--- src/sv/threshold_accuracy_calibrator_assert.svh ---
// Assertion macros shared by the calibrator RTL
`ifndef THRESHOLD_ACCURACY_CALIBRATOR_ASSERT_SVH
`define THRESHOLD_ACCURACY_CALIBRATOR_ASSERT_SVH

// Same-cycle implication, off during reset
`define TAC_IMP(lbl, clk, rst, ante, cons) \
  lbl: assert property (@(posedge clk) disable iff (rst) (ante) |-> (cons)) \
    else $error("%m: implication check failed");

// Next-cycle implication, off during reset
`define TAC_NEXT(lbl, clk, rst, ante, cons) \
  lbl: assert property (@(posedge clk) disable iff (rst) (ante) |=> (cons)) \
    else $error("%m: next-cycle check failed");

`endif

--- src/sv/tac_pkg.sv ---
// Shared constants and codes for the threshold accuracy calibrator
`default_nettype none

package tac_pkg;

  localparam int SCORE_W  = 16;
  localparam int LABEL_W  = 2;
  localparam int COUNT_W  = 13;
  localparam int REL_W    = 17;
  localparam int FRAC_W   = 16;

  localparam logic [REL_W-1:0] HALF_Q16 = 17'd32768;

  localparam logic [LABEL_W-1:0] LABEL_WRONG = 2'd1;
  localparam logic [LABEL_W-1:0] LABEL_RIGHT = 2'd2;

endpackage

`default_nettype wire

--- src/sv/tac_if.sv ---
// Sample and result channel interfaces
`default_nettype none

interface tac_sample_if;
  logic                              valid;
  logic                              ready;
  logic [tac_pkg::SCORE_W-1:0]       score;
  logic [tac_pkg::LABEL_W-1:0]       label;
  logic                              last;

  modport source (output valid, output score, output label, output last, input ready);
  modport sink   (input valid, input score, input label, input last, output ready);
endinterface

interface tac_result_if;
  logic                              valid;
  logic                              ready;
  logic [tac_pkg::SCORE_W-1:0]       mean_score;
  logic [tac_pkg::COUNT_W-1:0]       sample_count;
  logic [tac_pkg::REL_W-1:0]         reliability;
  logic [tac_pkg::SCORE_W-1:0]       best_threshold;
  logic                              from_sweep;

  modport source (output valid, output mean_score, output sample_count,
                  output reliability, output best_threshold, output from_sweep,
                  input ready);
  modport sink   (input valid, input mean_score, input sample_count,
                  input reliability, input best_threshold, input from_sweep,
                  output ready);
endinterface

`default_nettype wire

--- src/sv/tac_div.sv ---
// Restoring divider, one quotient bit per cycle
`default_nettype none

module tac_div #(
  parameter int DW = 29,
  parameter int VW = 13
) (
  input  wire logic          clk,
  input  wire logic          rst,
  input  wire logic          start,
  input  wire logic [DW-1:0] dividend,
  input  wire logic [VW-1:0] divisor,
  output logic               busy,
  output logic               done,
  output logic [DW-1:0]      quotient
);

  localparam int CNTW = $clog2(DW + 1);

  logic [DW-1:0]   quo;
  logic [VW-1:0]   rem;
  logic [VW-1:0]   dvs;
  logic [CNTW-1:0] cnt;
  logic [VW:0]     shifted;
  logic [VW+1:0]   diff;

  // dividend bits leave at the top of quo while quotient bits enter at the bottom
  assign shifted  = {rem, quo[DW-1]};
  assign diff     = {1'b0, shifted} - {2'b00, dvs};
  assign quotient = quo;

  always_ff @(posedge clk) begin
    if (rst) begin
      busy <= 1'b0;
      done <= 1'b0;
      cnt  <= '0;
    end else begin
      done <= 1'b0;
      if (start) begin
        busy <= 1'b1;
        cnt  <= CNTW'(DW);
        quo  <= dividend;
        dvs  <= divisor;
        rem  <= '0;
      end else if (busy) begin
        if (!diff[VW+1]) begin
          rem <= diff[VW-1:0];
          quo <= {quo[DW-2:0], 1'b1};
        end else begin
          rem <= shifted[VW-1:0];
          quo <= {quo[DW-2:0], 1'b0};
        end
        cnt <= cnt - 1'b1;
        if (cnt == CNTW'(1)) begin
          busy <= 1'b0;
          done <= 1'b1;
        end
      end
    end
  end

endmodule

`default_nettype wire

--- src/sv/threshold_accuracy_calibrator.sv ---
// Per-sample word: one cycle, accepted back to back until the word marked last.
// After a last word the result word is worked out by the shared bit-serial divider (mean,
// then reliability, which is skipped with no known label) and by the one multiplier of
// the sweep. Input reopens the cycle after the result is taken.
// Synchronous reset clears all counters and sums and returns to idle.
`default_nettype none
`include "threshold_accuracy_calibrator_assert.svh"

module threshold_accuracy_calibrator #(
  parameter int MAX_SAMPLES    = 4096,
  parameter int NUM_THRESHOLDS = 19
) (
  input  wire logic     clk,
  input  wire logic     rst,
  tac_sample_if.sink    samples,
  tac_result_if.source  results
);

  localparam int CW = $clog2(MAX_SAMPLES + 1);
  localparam int SW = CW + tac_pkg::FRAC_W;
  localparam int KW = (NUM_THRESHOLDS > 1) ? $clog2(NUM_THRESHOLDS) : 1;
  localparam int LW = tac_pkg::SCORE_W + $clog2(NUM_THRESHOLDS + 2);
  localparam int PW = 2 * CW;

  localparam logic [2:0] S_IDLE      = 3'd0;
  localparam logic [2:0] S_MEAN_GO   = 3'd1;
  localparam logic [2:0] S_MEAN_WAIT = 3'd2;
  localparam logic [2:0] S_REL_WAIT  = 3'd3;
  localparam logic [2:0] S_SWEEP_A   = 3'd4;
  localparam logic [2:0] S_SWEEP_B   = 3'd5;
  localparam logic [2:0] S_OUT       = 3'd6;

  logic [2:0]    state;

  logic [CW-1:0] below_count [NUM_THRESHOLDS];
  logic [CW-1:0] below_right [NUM_THRESHOLDS];
  logic [SW-1:0] score_sum;
  logic [CW-1:0] accepted;
  logic [CW-1:0] known_total;
  logic [CW-1:0] right_total;

  logic [tac_pkg::SCORE_W-1:0] mean_q;
  logic [tac_pkg::REL_W-1:0]   rel_q;
  logic [KW-1:0]               k;
  logic [KW-1:0]               best_k;
  logic                        found;
  logic [CW-1:0]               best_count;
  logic [CW-1:0]               best_right;
  logic [PW-1:0]               prod_a;

  logic [tac_pkg::SCORE_W-1:0] thr_tab [NUM_THRESHOLDS];
  logic [NUM_THRESHOLDS-1:0]   below_vec;
  logic [LW-1:0]               scaled;

  logic          take;
  logic          is_known;
  logic          is_right;
  logic          has_room;
  logic          k_last;
  logic [CW-1:0] mul_a;
  logic [CW-1:0] mul_b;
  logic [PW-1:0] mul_p;

  logic          div_start;
  logic          div_busy;
  logic          div_done;
  logic [SW-1:0] div_dividend;
  logic [SW-1:0] div_quo;

  // score below threshold k+1 when score*(N+1) < (k+1)*65536
  assign scaled = LW'(samples.score) * LW'(NUM_THRESHOLDS + 1);

  for (genvar g = 0; g < NUM_THRESHOLDS; g++) begin : g_thr
    localparam logic [LW-1:0] RHS = LW'((g + 1) * 65536);
    localparam int THV = ((g + 1) * 131072 + (NUM_THRESHOLDS + 1)) / (2 * (NUM_THRESHOLDS + 1));
    assign below_vec[g] = scaled < RHS;
    assign thr_tab[g]   = tac_pkg::SCORE_W'(THV);
  end

  assign samples.ready = (state == S_IDLE);
  assign take          = samples.valid && samples.ready;
  assign is_right      = (samples.label == tac_pkg::LABEL_RIGHT);
  assign is_known      = (samples.label == tac_pkg::LABEL_WRONG) || is_right;
  assign has_room      = accepted < CW'(MAX_SAMPLES);
  assign k_last        = (k == KW'(NUM_THRESHOLDS - 1));

  // shared multiplier for the cross-product accuracy compare
  always_comb begin
    if (state == S_SWEEP_A) begin
      mul_a = below_right[k];
      mul_b = best_count;
    end else begin
      mul_a = best_right;
      mul_b = below_count[k];
    end
  end
  assign mul_p = PW'(mul_a) * PW'(mul_b);

  assign div_start    = (state == S_MEAN_GO) ||
                        ((state == S_MEAN_WAIT) && div_done && (known_total != '0));
  assign div_dividend = (state == S_MEAN_GO) ? score_sum
                                             : {right_total, tac_pkg::FRAC_W'(0)};

  tac_div #(
    .DW (SW),
    .VW (CW)
  ) u_div (
    .clk      (clk),
    .rst      (rst),
    .start    (div_start),
    .dividend (div_dividend),
    .divisor  ((state == S_MEAN_GO) ? accepted : known_total),
    .busy     (div_busy),
    .done     (div_done),
    .quotient (div_quo)
  );

  always_ff @(posedge clk) begin
    if (rst) begin
      state       <= S_IDLE;
      score_sum   <= '0;
      accepted    <= '0;
      known_total <= '0;
      right_total <= '0;
      found       <= 1'b0;
      for (int i = 0; i < NUM_THRESHOLDS; i++) begin
        below_count[i] <= '0;
        below_right[i] <= '0;
      end
    end else begin
      case (state)
        S_IDLE: begin
          if (take) begin
            if (has_room) begin
              score_sum <= score_sum + SW'(samples.score);
              accepted  <= accepted + 1'b1;
              if (is_known) begin
                known_total <= known_total + 1'b1;
                if (is_right) right_total <= right_total + 1'b1;
                for (int i = 0; i < NUM_THRESHOLDS; i++) begin
                  if (below_vec[i]) begin
                    below_count[i] <= below_count[i] + 1'b1;
                    if (is_right) below_right[i] <= below_right[i] + 1'b1;
                  end
                end
              end
            end
            if (samples.last) state <= S_MEAN_GO;
          end
        end
        S_MEAN_GO: state <= S_MEAN_WAIT;
        S_MEAN_WAIT: begin
          if (div_done) begin
            mean_q <= (accepted == '0) ? '0 : div_quo[tac_pkg::SCORE_W-1:0];
            k      <= '0;
            found  <= 1'b0;
            if (known_total == '0) begin
              rel_q <= tac_pkg::HALF_Q16;
              state <= S_SWEEP_A;
            end else begin
              state <= S_REL_WAIT;
            end
          end
        end
        S_REL_WAIT: begin
          if (div_done) begin
            rel_q <= div_quo[tac_pkg::REL_W-1:0];
            state <= S_SWEEP_A;
          end
        end
        S_SWEEP_A: begin
          if (below_count[k] == '0 || !found) begin
            if (below_count[k] != '0) begin
              found      <= 1'b1;
              best_k     <= k;
              best_count <= below_count[k];
              best_right <= below_right[k];
            end
            if (k_last) state <= S_OUT;
            else k <= k + 1'b1;
          end else begin
            prod_a <= mul_p;
            state  <= S_SWEEP_B;
          end
        end
        S_SWEEP_B: begin
          if (prod_a > mul_p) begin
            best_k     <= k;
            best_count <= below_count[k];
            best_right <= below_right[k];
          end
          if (k_last) begin
            state <= S_OUT;
          end else begin
            k     <= k + 1'b1;
            state <= S_SWEEP_A;
          end
        end
        S_OUT: begin
          if (results.ready) begin
            state       <= S_IDLE;
            score_sum   <= '0;
            accepted    <= '0;
            known_total <= '0;
            right_total <= '0;
            for (int i = 0; i < NUM_THRESHOLDS; i++) begin
              below_count[i] <= '0;
              below_right[i] <= '0;
            end
          end
        end
        default: state <= S_IDLE;
      endcase
    end
  end

  assign results.valid          = (state == S_OUT);
  assign results.mean_score     = mean_q;
  assign results.sample_count   = tac_pkg::COUNT_W'(accepted);
  assign results.reliability    = rel_q;
  assign results.best_threshold = found ? thr_tab[best_k] : mean_q;
  assign results.from_sweep     = found;

  `TAC_IMP(a_div_free, clk, rst, div_start, !div_busy)
  `TAC_IMP(a_totals, clk, rst, 1'b1, right_total <= known_total && known_total <= accepted)
  `TAC_IMP(a_rel_range, clk, rst, results.valid, results.reliability <= 17'd65536)
  `TAC_NEXT(a_cleared, clk, rst, results.valid && results.ready,
            accepted == '0 && known_total == '0 && score_sum == '0 && !results.valid)

endmodule

`default_nettype wire

--- src/flat_wrapper.sv ---
// flat-port wrapper written by rule: the top's interface ports become plain ports
module threshold_accuracy_calibrator_flat 
#(
  parameter int MAX_SAMPLES    = 4096,
  parameter int NUM_THRESHOLDS = 19
)
  (clk, rst, samples_valid, samples_score, samples_label, samples_last, samples_ready, results_valid, results_mean_score, results_sample_count, results_reliability, results_best_threshold, results_from_sweep, results_ready);
  tac_sample_if samples_i ();
  tac_result_if results_i ();
  input  wire logic clk;
  input  wire logic rst;
  input wire logic [$bits(samples_i.valid)-1:0] samples_valid;
  input wire logic [$bits(samples_i.score)-1:0] samples_score;
  input wire logic [$bits(samples_i.label)-1:0] samples_label;
  input wire logic [$bits(samples_i.last)-1:0] samples_last;
  output wire logic [$bits(samples_i.ready)-1:0] samples_ready;
  output wire logic [$bits(results_i.valid)-1:0] results_valid;
  output wire logic [$bits(results_i.mean_score)-1:0] results_mean_score;
  output wire logic [$bits(results_i.sample_count)-1:0] results_sample_count;
  output wire logic [$bits(results_i.reliability)-1:0] results_reliability;
  output wire logic [$bits(results_i.best_threshold)-1:0] results_best_threshold;
  output wire logic [$bits(results_i.from_sweep)-1:0] results_from_sweep;
  input wire logic [$bits(results_i.ready)-1:0] results_ready;
  assign samples_i.valid = samples_valid;
  assign samples_i.score = samples_score;
  assign samples_i.label = samples_label;
  assign samples_i.last = samples_last;
  assign samples_ready = samples_i.ready;
  assign results_valid = results_i.valid;
  assign results_mean_score = results_i.mean_score;
  assign results_sample_count = results_i.sample_count;
  assign results_reliability = results_i.reliability;
  assign results_best_threshold = results_i.best_threshold;
  assign results_from_sweep = results_i.from_sweep;
  assign results_i.ready = results_ready;
  threshold_accuracy_calibrator #(.MAX_SAMPLES(MAX_SAMPLES), .NUM_THRESHOLDS(NUM_THRESHOLDS)) u_core (.clk(clk), .rst(rst), .samples(samples_i), .results(results_i));
endmodule
--- config.mk ---
export PLATFORM = sky130hd
export DESIGN_NAME = threshold_accuracy_calibrator_flat
export DESIGN_NICKNAME = d
export VERILOG_FILES = /design/src/sv/tac_pkg.sv /design/src/sv/tac_if.sv /design/src/sv/tac_div.sv /design/src/sv/threshold_accuracy_calibrator.sv /design/src/flat_wrapper.sv
export VERILOG_INCLUDE_DIRS = /design/src /design/src/sv
export SDC_FILE = /design/constraint.sdc
export NUM_CORES = 2
export LEC_CHECK = 0
export ABC_AREA = 1
export BUFFER_PORTS_ARGS = -buffer_cell sky130_fd_sc_hd__buf_4
export CAP_MARGIN = 20
export CORE_MARGIN = 4
export CORE_UTILIZATION = 35
export DETAILED_ROUTE_END_ITERATION = 16
export GPL_ROUTABILITY_DRIVEN = 0
export PLACE_DENSITY = 0.56
export SLEW_MARGIN = 15
export SYNTH_ARGS = -nofsm -noshare
export SYNTH_HDL_FRONTEND = slang
export SYNTH_SLANG_ARGS = --single-unit
--- constraint.sdc ---
create_clock -name clk -period 19.05 [get_ports clk]
set_clock_uncertainty 0.05 [all_clocks]
set_input_delay 2.8575 -clock clk [delete_from_list [all_inputs] [get_ports clk]]
set_output_delay 2.8575 -clock clk [all_outputs]
set_load 0.005 [all_outputs]
Word-level counts from Yosys, hierarchy flattened
Memory sizes are Yosys's and may differ from the RTL's. A register that Yosys moved wholly into a read port is not among the register bits.
Index checks and enable logic that the tools add are counted.
{"block": "word_totals", "rom_bits": 512, "mem_count": 3, "word_cells": 648, "mem_bits_rw": 494, "regBits": 229, "in_bits": 23, "latch_bits": 0}
{"block": "classes", "n_lt_le_gt_ge": 22, "bitwise": 80, "shift": 0, "n_reduce_logical": 33, "n_addsub": 45, "n_mul": 2, "n_eq_ne": 23, "n_div": 0, "n_mux": 420}
{"name": "(name not given)", "depth": 32, "width": 16, "read_ports": 1, "rd_ports_with_merged_regs": 0, "write_ports": 0, "line": "threshold_accuracy_calibrator.sv:221", "rtl": "assign results.best_threshold = found ? thr_tab[best_k] : mean_q;"}
{"name": "u_core.below_count", "depth": 19, "width": 13, "read_ports": 20, "rd_ports_with_merged_regs": 1, "write_ports": 19, "line": "threshold_accuracy_calibrator.sv:35", "rtl": "logic [CW-1:0] below_count [NUM_THRESHOLDS];"}
{"name": "u_core.below_right", "depth": 19, "width": 13, "read_ports": 20, "rd_ports_with_merged_regs": 1, "write_ports": 19, "line": "threshold_accuracy_calibrator.sv:36", "rtl": "logic [CW-1:0] below_right [NUM_THRESHOLDS];"}
{"operator": "$mux 13", "count": 97}
{"operator": "$add 13x1->13 const B", "count": 41}
{"operator": "$mux 1", "count": 281}
{"operator": "$mux 29", "count": 6}
{"operator": "$lt 21x20->1 const B", "count": 8}
{"operator": "$pmux 13 s2", "count": 5}
{"operator": "$lt 21x19->1 const B", "count": 4}
{"operator": "$lt 21x21->1 const B", "count": 4}
{"operator": "$or 1x1->1", "count": 76}
{"operator": "$pmux 29 s2", "count": 1}
{"operator": "$mux 17", "count": 3}
{"operator": "$mux 5", "count": 10}
{"operator": "$mux 16", "count": 3}
{"operator": "$lt 21x18->1 const B", "count": 2}
{"operator": "$logic_not 13->1", "count": 3}
{"operator": "$pmux 17 s2", "count": 1}
{"operator": "$add 29x16->29", "count": 1}
{"operator": "$gt 26x26->1", "count": 1}
{"operator": "$mul 13x13->26", "count": 1}
{"operator": "$reduce_bool 13->1", "count": 2}
{"operator": "$mux 3", "count": 8}
{"operator": "$lt 21x17->1 const B", "count": 1}
{"operator": "$pmux 3 s7", "count": 1}
{"operator": "$ne 2x2->1 const B", "count": 10}
{"operator": "34 further kinds", "count": 55}

Longest topological paths before layout
{"block": "logic_depth", "ltp_word": 11, "ltp_mapped": 42}

Modules after synthesis
From an unflattened synthesis, not the netlist that was laid out.
{"block": "unflattened", "cells_unflattened": 5931, "hier_area_um2": 48866.9}
{"mod": "threshold_accuracy_calibrator", "area_each_um2": 45449.8, "cells_per_inst": 5517, "n_inst": 1}
{"mod": "tac_div", "area_each_um2": 3417.0, "cells_per_inst": 414, "n_inst": 1}

Worst setup path before layout
No wires, ideal clock.
{"block": "synth_timing", "path_kind": "flip-flop to flip-flop", "from": "register with a tool-made name", "to": "register u_core.best_count[0] (enable)", "setup_slack_ns": 9.791, "path_stages_with_launch": 37, "setup_ns": 0.430, "t_arrival_ns": 8.779, "path_buffers": 4, "path_cell_list": "dfxtp_1 -> buf_2 -> inv_2 -> buf_2 -> clkbuf_1 -> clkbuf_1 -> a21oi_1 -> o21ai_0 -> a32oi_1 -> o21ai_1 -> inv_1 -> nand2_1 -> fa_1 -> fa_1 -> inv_1 -> fa_1 -> fa_1 -> inv_1 -> fa_1 -> inv_1 -> ha_1 -> nand2_1 -> nor2_1 -> nand2_1 -> o211ai_1 -> a21oi_1 -> o21ai_0 -> a21boi_0 -> o21ai_0 -> xnor2_1 -> ha_1 -> nand2_1 -> nor4_1 -> o211ai_1 -> nand3_1 -> nand2_1 -> a21oi_1"}
{"element": "to (signal assigned)", "line": "threshold_accuracy_calibrator.sv:176", "rtl": "best_count <= below_count[k];"}
{"element": "to (signal assigned)", "line": "threshold_accuracy_calibrator.sv:189", "rtl": "best_count <= below_count[k];"}
{"element": "to (decl)", "line": "threshold_accuracy_calibrator.sv:47", "rtl": "logic [CW-1:0] best_count;"}

==> impl_metrics.ini <==
[clock_tree]
clock_latency_ns = 0.72
post-cts-setup-buffers = 0
clock-sinks = 728
cts_resized = 0
cts.path.max_buffers = 3
cts_made_buffers = 87
cts_hold_buf = 0
tritoncts = yes
clk_pin_slew_ns = 0.06
h-tree-depth = 3
clockRootBuffer = clkbuf_16

[floorplan]
die_w_um = 378
die_h_um = 378
initial_core_util_pct = 35.3
pin_count = 88
rows = 135
die-area_mm2 = 0.143
core_area_mm2 = 0.136

[layout]
nets = 6064
final_common_cell = nand2_1
nFillCells = 13700
instances_no_fill = 7565
most-common-layout-cells = nand2_1 (887), inv_1 (788), nor2_1 (755)
area_delta_synth_final_pct = 11.6
drive_gt1_share_pct = 6.03

[logic_synthesis]
synth_top_family_by_area = simple AND/OR/NAND/NOR gates
synth_compound_area_share_pct = 10.6
synth_xor_xnor_area_share_pct = 5.07
synth_area_mm2 = 0.0478
syn-num-nets = 6022
yosysWarnings = 0
synth_flop_cell = edfxtp_1
avgSynthCellArea_um2 = 8.44
postSynthCellCount = 5670
synthMuxAreaShare_pct = 0
synthSimpleGateAreaFrac_pct = 21.9
ys_ff_latch = 728
ys_seq_area_share_pct = 43.9
synthAdderAreaFrac_pct = 10.5
async_flop_share_pct = 0
ys_types = 55
synth_enable_flop_cells = 644

[critical_path]
criticalPathCategory = flip-flop to flip-flop
crit_fanout = 82
critical_path_buf_inv_count = 8
crit_cells = 37
reg2reg_slack_ns = 7.99
worstSetupEndpoint = u_core.best_right[2]
r2r-end = u_core.best_right[2]
cpMaxStageDelayCell = buf_4
path_delay_family = compound AO/OA/AOI/OAI gates
crit_path_start_kind = flip-flop
critPathRequiredTime_ns = 19.41
ff2ff_path_depth = 37
cp_slowest_stage_delay_ns = 0.73
end_kind = flip-flop
worst_ep_arrival_time_ns = 11.42

[timing]
fin_crit_sh_pct = 58.1
worst_slew_margin_rel_pct = 26.2
slew_viol_final = 0
finalSetupViolations = 0
fmax_mhz = 90.4
min_period_ns = 11.06
hold_viol = 0
whs_ns = 0.445
worstMarginPinSlew_ns = 1.09
rsz0062_at_grt = false
setup_tns_ns = 0

[worst_hold_path]
hold_path.class = flip-flop to flip-flop

[drt]
drc = 0
drt_iter0_markers = 3320
vias = 38800
viasPerCell = 5.12
wl_um = 133000
first_pass_iters = 9
final_antenna_net_count = 0
wl_per_cell_um = 17.6

[placement]
dp_hpwl_um = 99700
place_inst = 7402
portBuffers = 87

[global_route]
grt_max_degree = 91
grt_pass1_wl_um = 208000
grtUsageTotal_pct = 18.3
antenna_found_initial = 0
grt_pass1_vias = 37000
grt_overflow = 0

[run]
maxCapViolCount = 0

[status]
status = completed
## worst min-delay path by stage
| stage | slack [ns] | start | endpoint | cells after the start |
|---|---|---|---|---|
| floorplan | 0.40 | u_core.k[4] | u_core.best_k[4] | 0 |
| global placement | 0.42 | u_core.k[3] | u_core.best_k[3] | 0 |
| detailed placement | 0.43 | u_core.k[3] | u_core.best_k[3] | 0 |
| CTS | 0.45 | u_core.k[3] | u_core.best_k[3] | 0 |
| global route | 0.47 | u_core.k[3] | u_core.best_k[3] | 0 |
| finish | 0.44 | u_core.k[3] | u_core.best_k[3] | 0 |
## through the flow
stage               util [%]  area [um2]  worst slack (ns)
global placement        37.2       50400              7.80
CTS                     39.3       53400              8.01
finish                  39.4       53400              7.99
global route            39.4       53400              7.18
floorplan                  -       47800              9.79
detailed placement      37.2       50400              8.04
## routing by layer
metal	track usage (%)	vias to the layer above	part of all wire [%]
met5	0	-	0
li1	-	19100	-
met3	2.46	207	5.2
met4	5.51	0	3.0
met1	25.8	18500	47
met2	29.4	1001	45
## kinds of logic (layout without fill, tap and decap cells)
family                   after synthesis  count (layout)
AO/OA/AOI/OAI                        918             918
XOR/XNOR                             277             277
adder cells (fa/ha/maj)              329             329
buffers and inverters               1003            1116
flip-flops                           728             728
other                                  0               1
AND/OR/NAND/NOR                     2415            2415
## layout make-up
type                    instances  area [um2]  area share, %
diodes                          1        2.50        0.00469
inverters                     815        3060           5.74
clock buffers                 106        2300           4.31
flip-flops and latches        728       21000           39.4
clock inverters                54         613           1.15
well taps                    1781        2230           4.17
repair buffers                141        1100           2.06
multi-input cells            3939       23100           43.2
## sequential cells by signal (all words and copies together), names as in the netlist, named ones only
name                         count
u_core.below_count             247
u_core.below_right             247
u_core.score_sum                29
u_core.u_div.quotient           29
u_core.prod_a                   26
u_core.results.reliability      17
u_core.results.mean_score       16
u_core.best_count               13
u_core.best_right               13
u_core.known_total              13
u_core.results.sample_count     13
u_core.right_total              13
u_core.u_div.dvs                13
u_core.u_div.rem                13
u_core.best_k                    5
u_core.k                         5
u_core.u_div.cnt                 5
u_core.state                     3
u_core.results.from_sweep        1
u_core.u_div.busy                1
u_core.u_div.done                1
## synth_stat cells, types with 17 or more instances
cell | instances | area (um2)
a211oi_1 | 17 | 128
a21oi_1 | 365 | 1830
a31oi_1 | 43 | 269
buf_1 | 23 | 86.3
buf_2 | 35 | 175
clkbuf_1 | 129 | 484
dfxtp_1 | 84 | 1680
edfxtp_1 | 644 | 19300
fa_1 | 123 | 2460
ha_1 | 206 | 2580
inv_1 | 789 | 2960
nand2_1 | 889 | 3340
nand3_1 | 355 | 1780
nand4_1 | 56 | 350
nor2_1 | 756 | 2840
nor3_1 | 178 | 891
nor3b_1 | 71 | 533
nor4_1 | 35 | 219
o211ai_1 | 81 | 608
o21ai_0 | 334 | 1670
o21ai_1 | 19 | 95.1
or2_2 | 37 | 231
xnor2_1 | 66 | 578
xor2_1 | 211 | 1850
Power is left out: the tool's default activity adds up to more than one toggle a clock period on the data nets, which glitch-free logic cannot reach.
